[config.mk]
export PLATFORM = sky130hd
export DESIGN_NAME = serial_servo_command_display
export DESIGN_NICKNAME = d
export VERILOG_FILES = /design/src/rtl/core/sscd_pkg.sv /design/src/rtl/core/serial_servo_command_display.sv
export VERILOG_INCLUDE_DIRS = /design/src /design/src/rtl/core
export SDC_FILE = /design/constraint.sdc
export NUM_CORES = 1
export LEC_CHECK = 0
export BUFFER_PORTS_ARGS = -buffer_cell sky130_fd_sc_hd__buf_2
export CAP_MARGIN = 20
export CORE_UTILIZATION = 55
export CTS_BUF_LIST = sky130_fd_sc_hd__clkbuf_8
export CTS_CLUSTER_DIAMETER = 60
export DETAILED_ROUTE_END_ITERATION = 6
export GPL_TIMING_DRIVEN = 1
export MAX_ROUTING_LAYER = met4
export PLACE_DENSITY = 0.73
export SETUP_SLACK_MARGIN = 0.5
export SYNTH_ARGS = -nofsm -noshare
export SYNTH_HDL_FRONTEND = slang
export SYNTH_SLANG_ARGS = --single-unit
[constraint.sdc]
create_clock -name clk -period 15.6 [get_ports clk]
set_input_delay 1.56 -clock clk [delete_from_list [all_inputs] [get_ports clk]]
set_output_delay 1.56 -clock clk [all_outputs]
set_load 0.02 [all_outputs]
[src/rtl/core/serial_servo_command_display_macros.svh]
// Assertion macros for the serial servo command and display block.
// Depends on nothing; the including module supplies clk and rst_n.
`ifndef SERIAL_SERVO_COMMAND_DISPLAY_MACROS_SVH
`define SERIAL_SERVO_COMMAND_DISPLAY_MACROS_SVH

// Implication within the same cycle, checked outside reset.
`define SSCD_ASSERT_NOW(label, ante, cons, msg) \
  label: assert property (@(posedge clk) disable iff (!rst_n) (ante) |-> (cons)) \
    else $error(msg);

// Implication checked in the cycle after the antecedent.
`define SSCD_ASSERT_NEXT(label, ante, cons, msg) \
  label: assert property (@(posedge clk) disable iff (!rst_n) (ante) |=> (cons)) \
    else $error(msg);

`endif

[src/rtl/core/sscd_pkg.sv]
// Package for the serial servo command and display block: codes, constants
// and the small decode functions. Depends on nothing.
`default_nettype none

package sscd_pkg;

  // Item kinds on the input channel
  typedef enum logic [1:0] {
    OP_BYTE   = 2'd0,
    OP_SAMPLE = 2'd1,
    OP_TICK   = 2'd2
  } opcode_t;

  // Result kinds on the output channel
  typedef enum logic {
    KIND_LINE = 1'b0,
    KIND_SCAN = 1'b1
  } result_kind_t;

  typedef logic [3:0] digit_code_t;

  localparam logic [7:0]  LINE_END     = 8'h0A;
  localparam logic [7:0]  ASCII_ZERO   = 8'd48;
  localparam logic [7:0]  ASCII_NINE   = 8'd57;
  localparam logic [7:0]  ANGLE_MAX    = 8'd180;
  localparam logic [8:0]  SERVO_BASE   = 9'd300;
  localparam logic [11:0] SERVO_ROUND  = 12'd14;     // ceil for divide by 15
  localparam logic [10:0] DIM_OFF      = 11'd1960;
  localparam logic [31:0] BRIGHT_BASE  = 32'd1809986355; // 27618.2 in Q16
  localparam logic [31:0] BRIGHT_SLOPE = 32'd583866;     // 8.90909 in Q16
  localparam digit_code_t BLANK_CODE   = 4'd10;
  localparam logic [2:0]  LINE_FULL    = 3'd4;
  localparam logic [2:0]  LINE_LAST    = 3'd3;
  localparam logic [1:0]  LAST_DIGIT   = 2'd2;

  // ASCII decimal digit test
  function automatic logic is_digit(input logic [7:0] b);
    return b inside {[ASCII_ZERO:ASCII_NINE]};
  endfunction

  // Seven-segment pattern, segments a..g on bits 0..6; blank and unused codes dark
  function automatic logic [6:0] seg_of(input digit_code_t code);
    logic [6:0] seg;
    case (code)
      4'd0:    seg = 7'h3F;
      4'd1:    seg = 7'h06;
      4'd2:    seg = 7'h5B;
      4'd3:    seg = 7'h4F;
      4'd4:    seg = 7'h66;
      4'd5:    seg = 7'h6D;
      4'd6:    seg = 7'h7D;
      4'd7:    seg = 7'h07;
      4'd8:    seg = 7'h7F;
      4'd9:    seg = 7'h6F;
      default: seg = 7'h00;
    endcase
    return seg;
  endfunction

endpackage

`default_nettype wire

[src/rtl/core/serial_servo_command_display.sv]
// Serial servo command and three-digit display block, top level.
// Depends on sscd_pkg and serial_servo_command_display_macros.svh.
//
// Usage:
//   Input channel (in_*): one item per transfer, tagged by in_opcode:
//   a serial byte, a 12-bit light sample or a display scan tick. Opcode 3
//   is dropped. Output channel (out_*): a line result on every 0x0A byte,
//   a scan result on every tick; bytes and samples give no result.
//   Both channels use valid/stall; a transfer happens on a clock edge with
//   valid high and stall low.
//   An item taken at an edge is registered in the input register, processed
//   from there in one pass and its result is captured in the result register.
//   Throughput: one item per cycle while out_stall is low, set by the input
//   register and the result register each moving once per cycle.
//   Stall: while out_stall holds a result, the input register keeps the next
//   item and in_stall rises only once that register is also occupied.
//   Reset (rst_n low, synchronous): both channels empty, line cleared,
//   value 0, brightness 0, display shows blank, blank, 0, scan at digit 0.
`default_nettype none

module serial_servo_command_display
  import sscd_pkg::*;
(
  input  wire logic        clk,
  input  wire logic        rst_n,
  // Input channel
  input  wire logic        in_valid,
  output logic             in_stall,
  input  wire logic [1:0]  in_opcode,
  input  wire logic [7:0]  in_rx_byte,
  input  wire logic [11:0] in_light_sample,
  // Result channel
  output logic             out_valid,
  input  wire logic        out_stall,
  output logic             out_result_kind,
  output logic [8:0]       out_servo_compare,
  output logic [1:0]       out_reply_code,
  output logic [6:0]       out_segment_bits,
  output logic [1:0]       out_active_digit,
  output logic [10:0]      out_active_compare
);

  `include "serial_servo_command_display_macros.svh"

  // Input register
  logic        in_valid_r;
  logic [1:0]  in_opcode_r;
  logic [7:0]  in_rx_byte_r;
  logic [11:0] in_light_sample_r;

  // Result register
  logic        out_valid_r;
  logic        out_result_kind_r;
  logic [8:0]  out_servo_compare_r;
  logic [1:0]  out_reply_code_r;
  logic [6:0]  out_segment_bits_r;
  logic [1:0]  out_active_digit_r;
  logic [10:0] out_active_compare_r;

  // Block state
  logic [2:0]   line_count_r,      line_count_nxt;
  logic         short_line_r,      short_line_nxt;
  logic [7:0]   line_head_r [3];
  logic [7:0]   line_head_nxt [3];
  digit_code_t  shown_digits_r [3];
  digit_code_t  shown_digits_nxt [3];
  logic [7:0]   angle_value_r,     angle_value_nxt;
  logic [10:0]  brightness_r,      brightness_nxt;
  logic [1:0]   scan_pos_r,        scan_pos_nxt;

  // Handshake
  logic out_ready;
  logic in_accept;
  logic fire;

  assign out_ready = !out_valid_r || !out_stall;
  assign fire      = in_valid_r && out_ready;
  assign in_stall  = in_valid_r && !out_ready;
  assign in_accept = in_valid && !in_stall;

  // Input register: holds one item until the result side can take it
  always_ff @(posedge clk) begin
    if (!rst_n) begin
      in_valid_r <= 1'b0;
    end else if (in_accept) begin
      in_valid_r <= 1'b1;
    end else if (fire) begin
      in_valid_r <= 1'b0;
    end
  end

  always_ff @(posedge clk) begin
    if (in_accept) begin
      in_opcode_r       <= in_opcode;
      in_rx_byte_r      <= in_rx_byte;
      in_light_sample_r <= in_light_sample;
    end
  end

  // Line decode: digit count and digit values from the head bytes
  logic [1:0]  ndig;
  digit_code_t d0, d1, d2;
  logic [9:0]  line_value;

  always_comb begin
    ndig = 2'd0;
    if (short_line_r && is_digit(line_head_r[0])) begin
      ndig = 2'd1;
      if (is_digit(line_head_r[1])) begin
        ndig = 2'd2;
        if (is_digit(line_head_r[2])) begin
          ndig = 2'd3;
        end
      end
    end
  end

  always_comb begin
    case (ndig)
      2'd3: begin
        d0 = line_head_r[0][3:0];
        d1 = line_head_r[1][3:0];
        d2 = line_head_r[2][3:0];
      end
      2'd2: begin
        d0 = 4'd0;
        d1 = line_head_r[0][3:0];
        d2 = line_head_r[1][3:0];
      end
      2'd1: begin
        d0 = 4'd0;
        d1 = 4'd0;
        d2 = line_head_r[0][3:0];
      end
      default: begin
        d0 = 4'd0;
        d1 = 4'd0;
        d2 = 4'd0;
      end
    endcase
  end

  // d0*100 + d1*10 + d2 by shifts and adds
  assign line_value = ({6'd0, d0} << 6) + ({6'd0, d0} << 5) + ({6'd0, d0} << 2)
                    + ({6'd0, d1} << 3) + ({6'd0, d1} << 1) + {6'd0, d2};

  // Clamp to the maximum angle and blank leading zeros
  logic         value_over;
  logic [7:0]   new_angle;
  digit_code_t  c0, c1, c2;

  assign value_over = line_value > {2'd0, ANGLE_MAX};
  assign new_angle  = value_over ? ANGLE_MAX : line_value[7:0];

  always_comb begin
    if (value_over) begin
      c0 = 4'd1;
      c1 = 4'd8;
      c2 = 4'd0;
    end else begin
      c0 = d0;
      c1 = d1;
      c2 = d2;
    end
    if (c0 == 4'd0) begin
      c0 = BLANK_CODE;
      if (c1 == 4'd0) begin
        c1 = BLANK_CODE;
      end
    end
  end

  // Servo compare: 300 - ceil(19*v/15); the divide is x*4370 >> 16, exact here
  logic [7:0]  servo_angle;
  logic [11:0] servo_num;
  logic [24:0] servo_prod;
  logic [8:0]  servo_cmp;

  assign servo_angle = (ndig != 2'd0) ? new_angle : angle_value_r;
  assign servo_num   = ({4'd0, servo_angle} << 4) + ({4'd0, servo_angle} << 1)
                     + {4'd0, servo_angle} + SERVO_ROUND;
  assign servo_prod  = ({13'd0, servo_num} << 12) + ({13'd0, servo_num} << 8)
                     + ({13'd0, servo_num} << 4) + ({13'd0, servo_num} << 1);
  assign servo_cmp   = SERVO_BASE - servo_prod[24:16];

  // Brightness from the light sample in Q16, truncated and clamped
  logic [31:0] bright_prod;
  logic [31:0] bright_diff;
  logic [10:0] bright_val;

  assign bright_prod = BRIGHT_SLOPE * {20'd0, in_light_sample_r};
  assign bright_diff = BRIGHT_BASE - bright_prod;

  always_comb begin
    if (bright_prod > BRIGHT_BASE) begin
      bright_val = 11'd0;
    end else if (bright_diff[31:16] > {5'd0, DIM_OFF}) begin
      bright_val = DIM_OFF;
    end else begin
      bright_val = bright_diff[26:16];
    end
  end

  // Scan position in use this tick
  logic [1:0] scan_use;
  assign scan_use = (scan_pos_r > LAST_DIGIT) ? 2'd0 : scan_pos_r;

  // Next state and result for the item in the input register
  logic        res_valid;
  logic        res_kind;
  logic [8:0]  res_servo;
  logic [1:0]  res_reply;
  logic [6:0]  res_seg;
  logic [1:0]  res_digit;
  logic [10:0] res_compare;

  always_comb begin
    line_count_nxt   = line_count_r;
    short_line_nxt   = short_line_r;
    line_head_nxt    = line_head_r;
    shown_digits_nxt = shown_digits_r;
    angle_value_nxt  = angle_value_r;
    brightness_nxt   = brightness_r;
    scan_pos_nxt     = scan_pos_r;
    res_valid        = 1'b0;
    res_kind         = KIND_LINE;
    res_servo        = 9'd0;
    res_reply        = 2'd0;
    res_seg          = 7'd0;
    res_digit        = 2'd0;
    res_compare      = 11'd0;
    case (in_opcode_r)
      OP_BYTE: begin
        if (in_rx_byte_r == LINE_END) begin
          // Line end: take the value if there is one, then clear the line
          if (ndig != 2'd0) begin
            angle_value_nxt     = new_angle;
            shown_digits_nxt[0] = c0;
            shown_digits_nxt[1] = c1;
            shown_digits_nxt[2] = c2;
          end
          line_count_nxt = 3'd0;
          short_line_nxt = 1'b1;
          line_head_nxt  = '{3{8'd0}};
          res_valid      = 1'b1;
          res_kind       = KIND_LINE;
          res_servo      = servo_cmp;
          res_reply      = ndig;
        end else begin
          // Ordinary byte: keep the first three, judge the fourth
          if (line_count_r < LINE_LAST) begin
            line_head_nxt[line_count_r[1:0]] = in_rx_byte_r;
          end else if (line_count_r == LINE_LAST) begin
            if (in_rx_byte_r != 8'd0 && line_head_r[0] != 8'd0 &&
                line_head_r[1] != 8'd0 && line_head_r[2] != 8'd0) begin
              short_line_nxt = 1'b0;
            end
          end
          if (line_count_r < LINE_FULL) begin
            line_count_nxt = line_count_r + 3'd1;
          end
        end
      end
      OP_SAMPLE: begin
        brightness_nxt = bright_val;
      end
      OP_TICK: begin
        res_valid    = 1'b1;
        res_kind     = KIND_SCAN;
        res_seg      = seg_of(shown_digits_r[scan_use]);
        res_digit    = scan_use;
        res_compare  = brightness_r;
        scan_pos_nxt = (scan_use == LAST_DIGIT) ? 2'd0 : scan_use + 2'd1;
      end
      default: ;
    endcase
  end

  // State registers, advanced once per processed item
  always_ff @(posedge clk) begin
    if (!rst_n) begin
      line_count_r    <= 3'd0;
      short_line_r    <= 1'b1;
      line_head_r     <= '{3{8'd0}};
      shown_digits_r  <= '{BLANK_CODE, BLANK_CODE, 4'd0};
      angle_value_r   <= 8'd0;
      brightness_r    <= 11'd0;
      scan_pos_r      <= 2'd0;
    end else if (fire) begin
      line_count_r    <= line_count_nxt;
      short_line_r    <= short_line_nxt;
      line_head_r     <= line_head_nxt;
      shown_digits_r  <= shown_digits_nxt;
      angle_value_r   <= angle_value_nxt;
      brightness_r    <= brightness_nxt;
      scan_pos_r      <= scan_pos_nxt;
    end
  end

  // Result register
  always_ff @(posedge clk) begin
    if (!rst_n) begin
      out_valid_r <= 1'b0;
    end else if (out_ready) begin
      out_valid_r <= fire && res_valid;
    end
  end

  always_ff @(posedge clk) begin
    if (out_ready && fire && res_valid) begin
      out_result_kind_r    <= res_kind;
      out_servo_compare_r  <= res_servo;
      out_reply_code_r     <= res_reply;
      out_segment_bits_r   <= res_seg;
      out_active_digit_r   <= res_digit;
      out_active_compare_r <= res_compare;
    end
  end

  assign out_valid          = out_valid_r;
  assign out_result_kind    = out_result_kind_r;
  assign out_servo_compare  = out_servo_compare_r;
  assign out_reply_code     = out_reply_code_r;
  assign out_segment_bits   = out_segment_bits_r;
  assign out_active_digit   = out_active_digit_r;
  assign out_active_compare = out_active_compare_r;

  // Checks
  `SSCD_ASSERT_NEXT(a_item_held, in_valid_r && out_valid_r && out_stall, in_valid_r, "held item lost while result stalled")
  `SSCD_ASSERT_NOW(a_angle_range, 1'b1, angle_value_r <= ANGLE_MAX, "angle value above maximum")
  `SSCD_ASSERT_NOW(a_bright_range, 1'b1, brightness_r <= DIM_OFF, "brightness above dim limit")
  `SSCD_ASSERT_NOW(a_line_fields, out_valid_r && out_result_kind_r == KIND_LINE, out_segment_bits_r == 7'd0 && out_active_digit_r == 2'd0 && out_servo_compare_r >= 9'd72, "line result fields out of range")
  `SSCD_ASSERT_NOW(a_last_digit_shown, 1'b1, shown_digits_r[2] != BLANK_CODE, "units digit blanked")

endmodule

`default_nettype wire
==> results of run 1 <==
worst max-delay path: cells and delay by family (launching register included):
family	cells	cell delay, ns
AO/OA/AOI/OAI	18	4.25
adder cells (fa/ha/maj)	10	3.60
AND/OR/NAND/NOR	12	3.31
buffers and inverters	5	0.49
flip-flops	1	0.35
power breakdown:
| group | switching [mW] | internal (mW) | leakage (nW) | total [mW] |
|---|---|---|---|---|
| registers | 0.00962 | 0.328 | 1.01 | 0.338 |
| clock network | 0.149 | 0.134 | 0.204 | 0.283 |
| logic | 0.618 | 0.446 | 4.59 | 1.06 |
| total | 0.777 | 0.908 | 5.81 | 1.68 |
per-layer routing:
layer	vias to the layer above	GRT usage, %	part of all wire [%]
met3	35	3.500	2.9
met5	-	-	0
met2	189	44.36	49
met1	4372	31.94	46
li1	4501	-	-
met4	0	7.448	2.0
logic make-up (layout without fill, tap and decap cells):
| group | Yosys count | after routing | share of synthesized area (%) |
|---|---|---|---|
| simple gates | 357 | 357 | 15.34 |
| flops | 117 | 117 | 25.08 |
| buf+inv | 184 | 248 | 6.041 |
| xor+xnor | 49 | 49 | 3.962 |
| mux | 17 | 17 | 1.491 |
| compound gates | 277 | 277 | 16.37 |
| fa+ha+maj | 246 | 246 | 31.72 |
cells in the mapped netlist, types with 6 or more instances:
master    count  area share [%]
o31ai_1       9            0.59
nor4_1        9            0.49
nand2b_1     17            0.93
xnor2_1      28             2.1
nand3_1      50             2.2
a21o_1       30             2.0
a31oi_1       9            0.49
mux2i_1      16             1.4
nand2_1      98             3.2
clkbuf_1     27            0.88
a22oi_1      11            0.72
nand4_1      15            0.82
edfxtp_1     54              14
a21oi_1      87             3.8
or3_1        11            0.60
and2_1       16            0.87
xor2_1       19             1.4
and3_1        7            0.38
o21ai_0      42             1.8
fa_1         76              13
a21boi_0      6            0.39
a211oi_1     12            0.78
inv_1       151             4.9
dfxtp_1      63              11
o21a_1        8            0.52
nor2_1       84             2.7
nor2b_1       9            0.49
ha_1        169              18
nor3_1       11            0.48
registers in the layout (all words and copies together), names as in the netlist, 2 cells and up:
register	flops
shown_digits_r	12
line_head_r	24
out_segment_bits	7
brightness_r	11
line_count_r	3
in_opcode_r	2
angle_value_r	8
out_servo_compare	9
out_active_digit	2
in_light_sample_r	12
scan_pos_r	2
out_active_compare	11
out_reply_code	2
in_rx_byte_r	8
final cells by class:
| cell class | count | area (um2) | area share, % |
|---|---|---|---|
| Multi-Input combinational cell | 946 | 7920 | 63.65 |
| Sequential cell | 117 | 2883 | 23.17 |
| Inverter | 151 | 566.8 | 4.555 |
| Timing Repair Buffer | 65 | 340.3 | 2.735 |
| Tap cell | 270 | 337.8 | 2.715 |
| Clock buffer | 17 | 234.0 | 1.880 |
| Clock inverter | 15 | 161.4 | 1.297 |
stage by stage:
step	util (%)	hold WS, ns
CTS	61.07	0.4588
finish	61.10	0.4590
detailed placement	59.12	0.4469
global route	61.10	0.4842
global placement	59.12	0.4383
floorplan	-	0.4313
placed cells by master (no fill, tap or decap), types with 8 or more instances in the layout:
cell and n:
mux2i_1 16, buf_2 59, clkbuf_8 17, xnor2_1 28, ha_1 169, dfxtp_1 63, nor3_1 11, nor4_1 9
nand3_1 50, edfxtp_1 54, a31oi_1 9, a21oi_1 87, a21o_1 30, o31ai_1 9, nor2b_1 8, nand4_1 15
and2_1 16, or3_1 11, xor2_1 19, nor2_1 84, fa_1 76, a211oi_1 12, o21ai_0 42, a22oi_1 11
nand2b_1 17, inv_1 151, o21a_1 8, nand2_1 98
how the worst max path moves through the flow:
| stage | from | to | slack, ns | depth (start not counted) |
|---|---|---|---|---|
| 2_1_floorplan | line_head_r[20] | out_servo_compare[7] | 5.15 | 44 |
| 3_3_place_gp | line_head_r[20] | out_servo_compare[7] | 4.05 | 45 |
| 3_5_place_dp | line_head_r[20] | out_servo_compare[7] | 3.69 | 45 |
| 4_1_cts | line_head_r[20] | out_servo_compare[7] | 3.62 | 45 |
| 5_1_grt | line_head_r[20] | out_servo_compare[7] | 2.55 | 45 |
| 6_report | line_head_r[20] | out_servo_compare[7] | 3.45 | 45 |
==> results.yml, run 1 <==
synthesis:
  synthFlopType: "dfxtp_1"
  synth_fp_nets: 1518
  seq_area_frac_synth_pct: 25.08
  synthCells: 1247
  synth_warnings: 0
  async_flop_share_pct: 0
  synth_edf_count: 54
  syn_avg_cell_area_um2: 9.218
  synthDistinctLibCells: 82
  synth_seq_cells: 117
  syn_area_mm2: 0.01149
grt:
  antenna_found_initial: 0
  grt_max_degree: 49
  grt_pass1_vias: 8866
  track_usage_pct: 25.93
  gr-total-overflow: 0
  grt_pass1_wl_mm: 43.01
power_and_ir_drop:
  total_leakage_power_nw: 5.806
  power_mw: 1.685
  vdd_drop_max_mv: 0.1206
  power_density_mw_per_mm2: 135.4
min_path:
  hp-start: "shown_digits_r[10]"
  min_path_cells: 2
  hold_path_class: "reg2reg"
  hold-path-endpoint: "shown_digits_r[10]"
clock_tree:
  clk_pin_slew_ns: 0.08
  clockRootBuffer: "clkbuf_8"
  cts_buffer_depth: 2
  cts_resized: 0
  insertion_delay_ns: 0.46
  ctsHoldBuffers: 0
  h-tree-depth: 4
  cts_inserted_buffers: 17
  tritoncts: "yes"
  clkSinkCount: 117
  post-cts-setup-buffers: 0
drt:
  drt_wl_total_mm: 25.75
  viasPerCell: 5.754
  vias: 9097
  dr.pass1.iters: 4
  antenna_left: 0
  drc: 0
  drt-initial-drc-count: 612
  wl_per_cell_um: 16.28
sta:
  min_period_over_period_pct: 77.87
  slew_violations: 0
  fmax_ghz: 0.08232
  fin_worst_skew_ns: 0.01633
  rsz0062_at_grt: "false"
  tightest_slew_ns: 1.078
  slew_headroom_pct: 27.79
  setup_viol: 0
  hold_violations: 0
  fin_crit_ns: 12.15
  fin_tns_setup_ns: 0
  fin_ws_ns: 3.452
floorplan:
  start_util_pct: 56.45
  core_area_mm2: 0.02036
  fp.dieW_um: 146.6
  fp.dieH_um: 146.6
  fp.dieArea_mm2: 0.02148
  num_rows: 52
  io_pins: 60
job:
  maxCapViolCount: 0
finish:
  fin_area_mm2: 0.01244
  n_antenna_cell: 0
  drive_gt1_share_pct: 9.535
  final_cell_count_no_fill: 1581
  nNetsFinal: 1569
  syn2layout_area_growth_pct: 8.251
  fill_cells: 1753
placed_design:
  dp.cells: 1548
  hpwl_mm: 20.74
  place_congestion: 0.9452
  pre_cts_ws_ns: 3.687
  port_buffers: 59
  placed_cell_area_mm2: 0.01204
setup_path:
  worst-r2r-cell-count: 45
  worstReg2RegStart: "line_head_r[20]"
  critical-path-max-stage-delay_ns: 0.72
  criticalPathCategory: "reg2reg"
  reg2reg_slack_ns: 3.45
  cp-start-kind: "flop"
  worst_ep_required_time_ns: 15.89
  arrival_ns: 12.44
  end_kind: "flop"
  slowest_stage: "nand3_1"
  worstPathMaxFanout: 25
  rr_endpoint: "out_servo_compare[7]"
status:
  status: "finished clean"
No activity file was read; power rests on OpenSTA's default activity.
==> run 2, diff against run 1 <==
Clock period 15.6 ns to 11.6 ns, I/O delays scaled along.
==> run 2 against run 1 <==
Effect of this change:
- combinational power grew 36%
- non-clock buffer count grew 6
- hold slack lost 0.0057 ns
- clock skew is essentially flat
- die area is the same
- routed wire length grew 1.8%
- sequential share of layout area shrank 0.28 points
- design area grew 1.2%
- first-iteration DRC count shrank 8.2%
==> results.yml, run 2 (same netlist as run 1, synthesis figures left out) <==
grt:
  grt_use_met2_pct: 45.50
  groute.layer.met3.usage_pct: 3.094
  track_usage_pct: 26.06
  grt_pass1_vias: 8829
  grt_pass1_wl_mm: 43.09
  use_met1_pct: 31.28
  grt.busiest_layer: "met2"
  grt_max_degree: 49
  antenna_found_initial: 0
  gr-total-overflow: 0
clock_tree:
  insertion_delay_ns: 0.48
  cts_buffer_depth: 2
  cts_inserted_buffers: 17
  tritoncts: "yes"
  clkSinkCount: 117
  clk_pin_slew_ns: 0.09
  clockRootBuffer: "clkbuf_8"
  ctsHoldBuffers: 0
  h-tree-depth: 4
setup_path:
  worstPathMaxFanout: 7
  slowest_stage: "fa_1"
  end_kind: "flop"
  arrival_ns: 10.69
  worstReg2RegStart: "line_head_r[20]"
  critPathTopFamily: "adder cells"
  criticalPathCategory: "reg2reg"
  rr_endpoint: "out_servo_compare[5]"
  crit_buf_inv: 6
  cp-start-kind: "flop"
  reg2reg_slack_ns: 1.12
  worst_ep_required_time_ns: 11.81
  worst-r2r-cell-count: 46
  critical-path-max-stage-delay_ns: 0.54
power_and_ir_drop:
  power_density_mw_per_mm2: 180.9
  vdd_drop_max_mv: 0.1817
  total_leakage_power_nw: 5.861
finish:
  largest_reg_flops: 24
  reg_top3: "line_head_r: 24 flops, in_light_sample_r: 12 flops, shown_digits_r: 12 flops"
  fill_cells: 1730
  top_register: "line_head_r"
  fin_area_mm2: 0.01259
  n_antenna_cell: 0
  final_cell_mix: "169 x ha_1, 151 x inv_1, 98 x nand2_1, 84 x a21oi_1, 81 x nor2_1"
  nNetsFinal: 1575
  syn2layout_area_growth_pct: 9.557
  drive_gt1_share_pct: 11.31
  final_common_cell: "ha_1"
sta:
  rsz0062_at_grt: "false"
  fmax_ghz: 0.09542
  tightest_slew_ns: 1.090
  fin_crit_ns: 10.48
  slew_violations: 0
  slew_headroom_pct: 27.36
  fin_ws_ns: 1.120
  hold_violations: 0
  fin_worst_skew_ns: 0.01657
  fin_tns_setup_ns: 0
  min_period_over_period_pct: 90.35
  setup_viol: 0
min_path:
  min_path_cells: 2
  hp-start: "shown_digits_r[6]"
  hold_path_class: "reg2reg"
  hold-path-endpoint: "shown_digits_r[6]"
drt:
  drc: 0
  dr.pass1.iters: 4
  wl_per_cell_um: 16.51
  antenna_left: 0
  viasPerCell: 5.723
  drt_wl_total_mm: 26.21
  vias: 9083
  drt-initial-drc-count: 562
status:
  status: "finished clean"
placed_design:
  pre_cts_ws_ns: 0.4340
  hpwl_mm: 21.01
  placed_cell_area_mm2: 0.01207
  place_congestion: 0.9482
  port_buffers: 59
floorplan:
  fp.dieW_um: 146.6
  io_pins: 60
  num_rows: 52
  fp.dieArea_mm2: 0.02148
  start_util_pct: 56.45
  fp.dieH_um: 146.6
  core_area_mm2: 0.02036
job:
  maxCapViolCount: 0
-- run 2: area by class of cell --
class | count | area (um2) | share of cell area (%)
Clock buffer | 17 | 234.0 | 1.858
Clock inverter | 15 | 160.2 | 1.272
Tap cell | 270 | 337.8 | 2.683
Multi-Input combinational cell | 946 | 8019 | 63.68
Sequential cell | 117 | 2883 | 22.89
Inverter | 151 | 566.8 | 4.501
Timing Repair Buffer | 71 | 392.9 | 3.120
-- run 2: tightest hold or removal path, cell delays in order (launching register included) --
cell and delay (ns):
dfxtp_1 0.31, nand2_1 0.05, a21oi_1 0.05
-- run 2: how the worst max path moves through the flow --
stage / startpoint / endpoint / slack (ns) / cells past startpoint
3_3_place_gp: line_head_r[9] / out_servo_compare[7] / 0.75 / 45
5_1_grt: line_head_r[20] / out_servo_compare[7] / 0.46 / 43
6_report: line_head_r[20] / out_servo_compare[5] / 1.12 / 46
3_5_place_dp: line_head_r[9] / out_servo_compare[7] / 0.43 / 45
4_1_cts: line_head_r[20] / out_servo_compare[7] / 0.52 / 45
2_1_floorplan: line_head_r[20] / out_servo_compare[7] / 1.15 / 44
-- run 2: layer usage --
layer  up-vias  share of wire (%)
li1       4517                  -
met1      4340                 45
met2       184                 50
met3        42                2.9
met4         0                2.2
met5         -                  0
-- run 2: power breakdown --
part / switching, mW / internal [mW]
Clock: 0.207 / 0.180
Sequential: 0.0129 / 0.441
Combinational: 0.836 / 0.601
-- run 2: timing repair --
action | CTS | global route
buffers inserted | 0 | 2
endpoints found under the setup margin | 1 | 8
pin swaps | 0 | 4
resized for setup | 2 | 25
-- run 2: through the flow --
step | hold slack (ns) | instances | power [mW] | util [%]
floorplan | 0.4313 | 1247 | 1.603 | -
global placement | 0.4380 | 1551 | 1.864 | 59.23
detailed placement | 0.4437 | 1552 | 1.888 | 59.29
CTS | 0.4548 | 1584 | 2.286 | 61.24
global route | 0.4705 | 1587 | 2.466 | 61.84
finish | 0.4533 | 1587 | 2.278 | 61.84
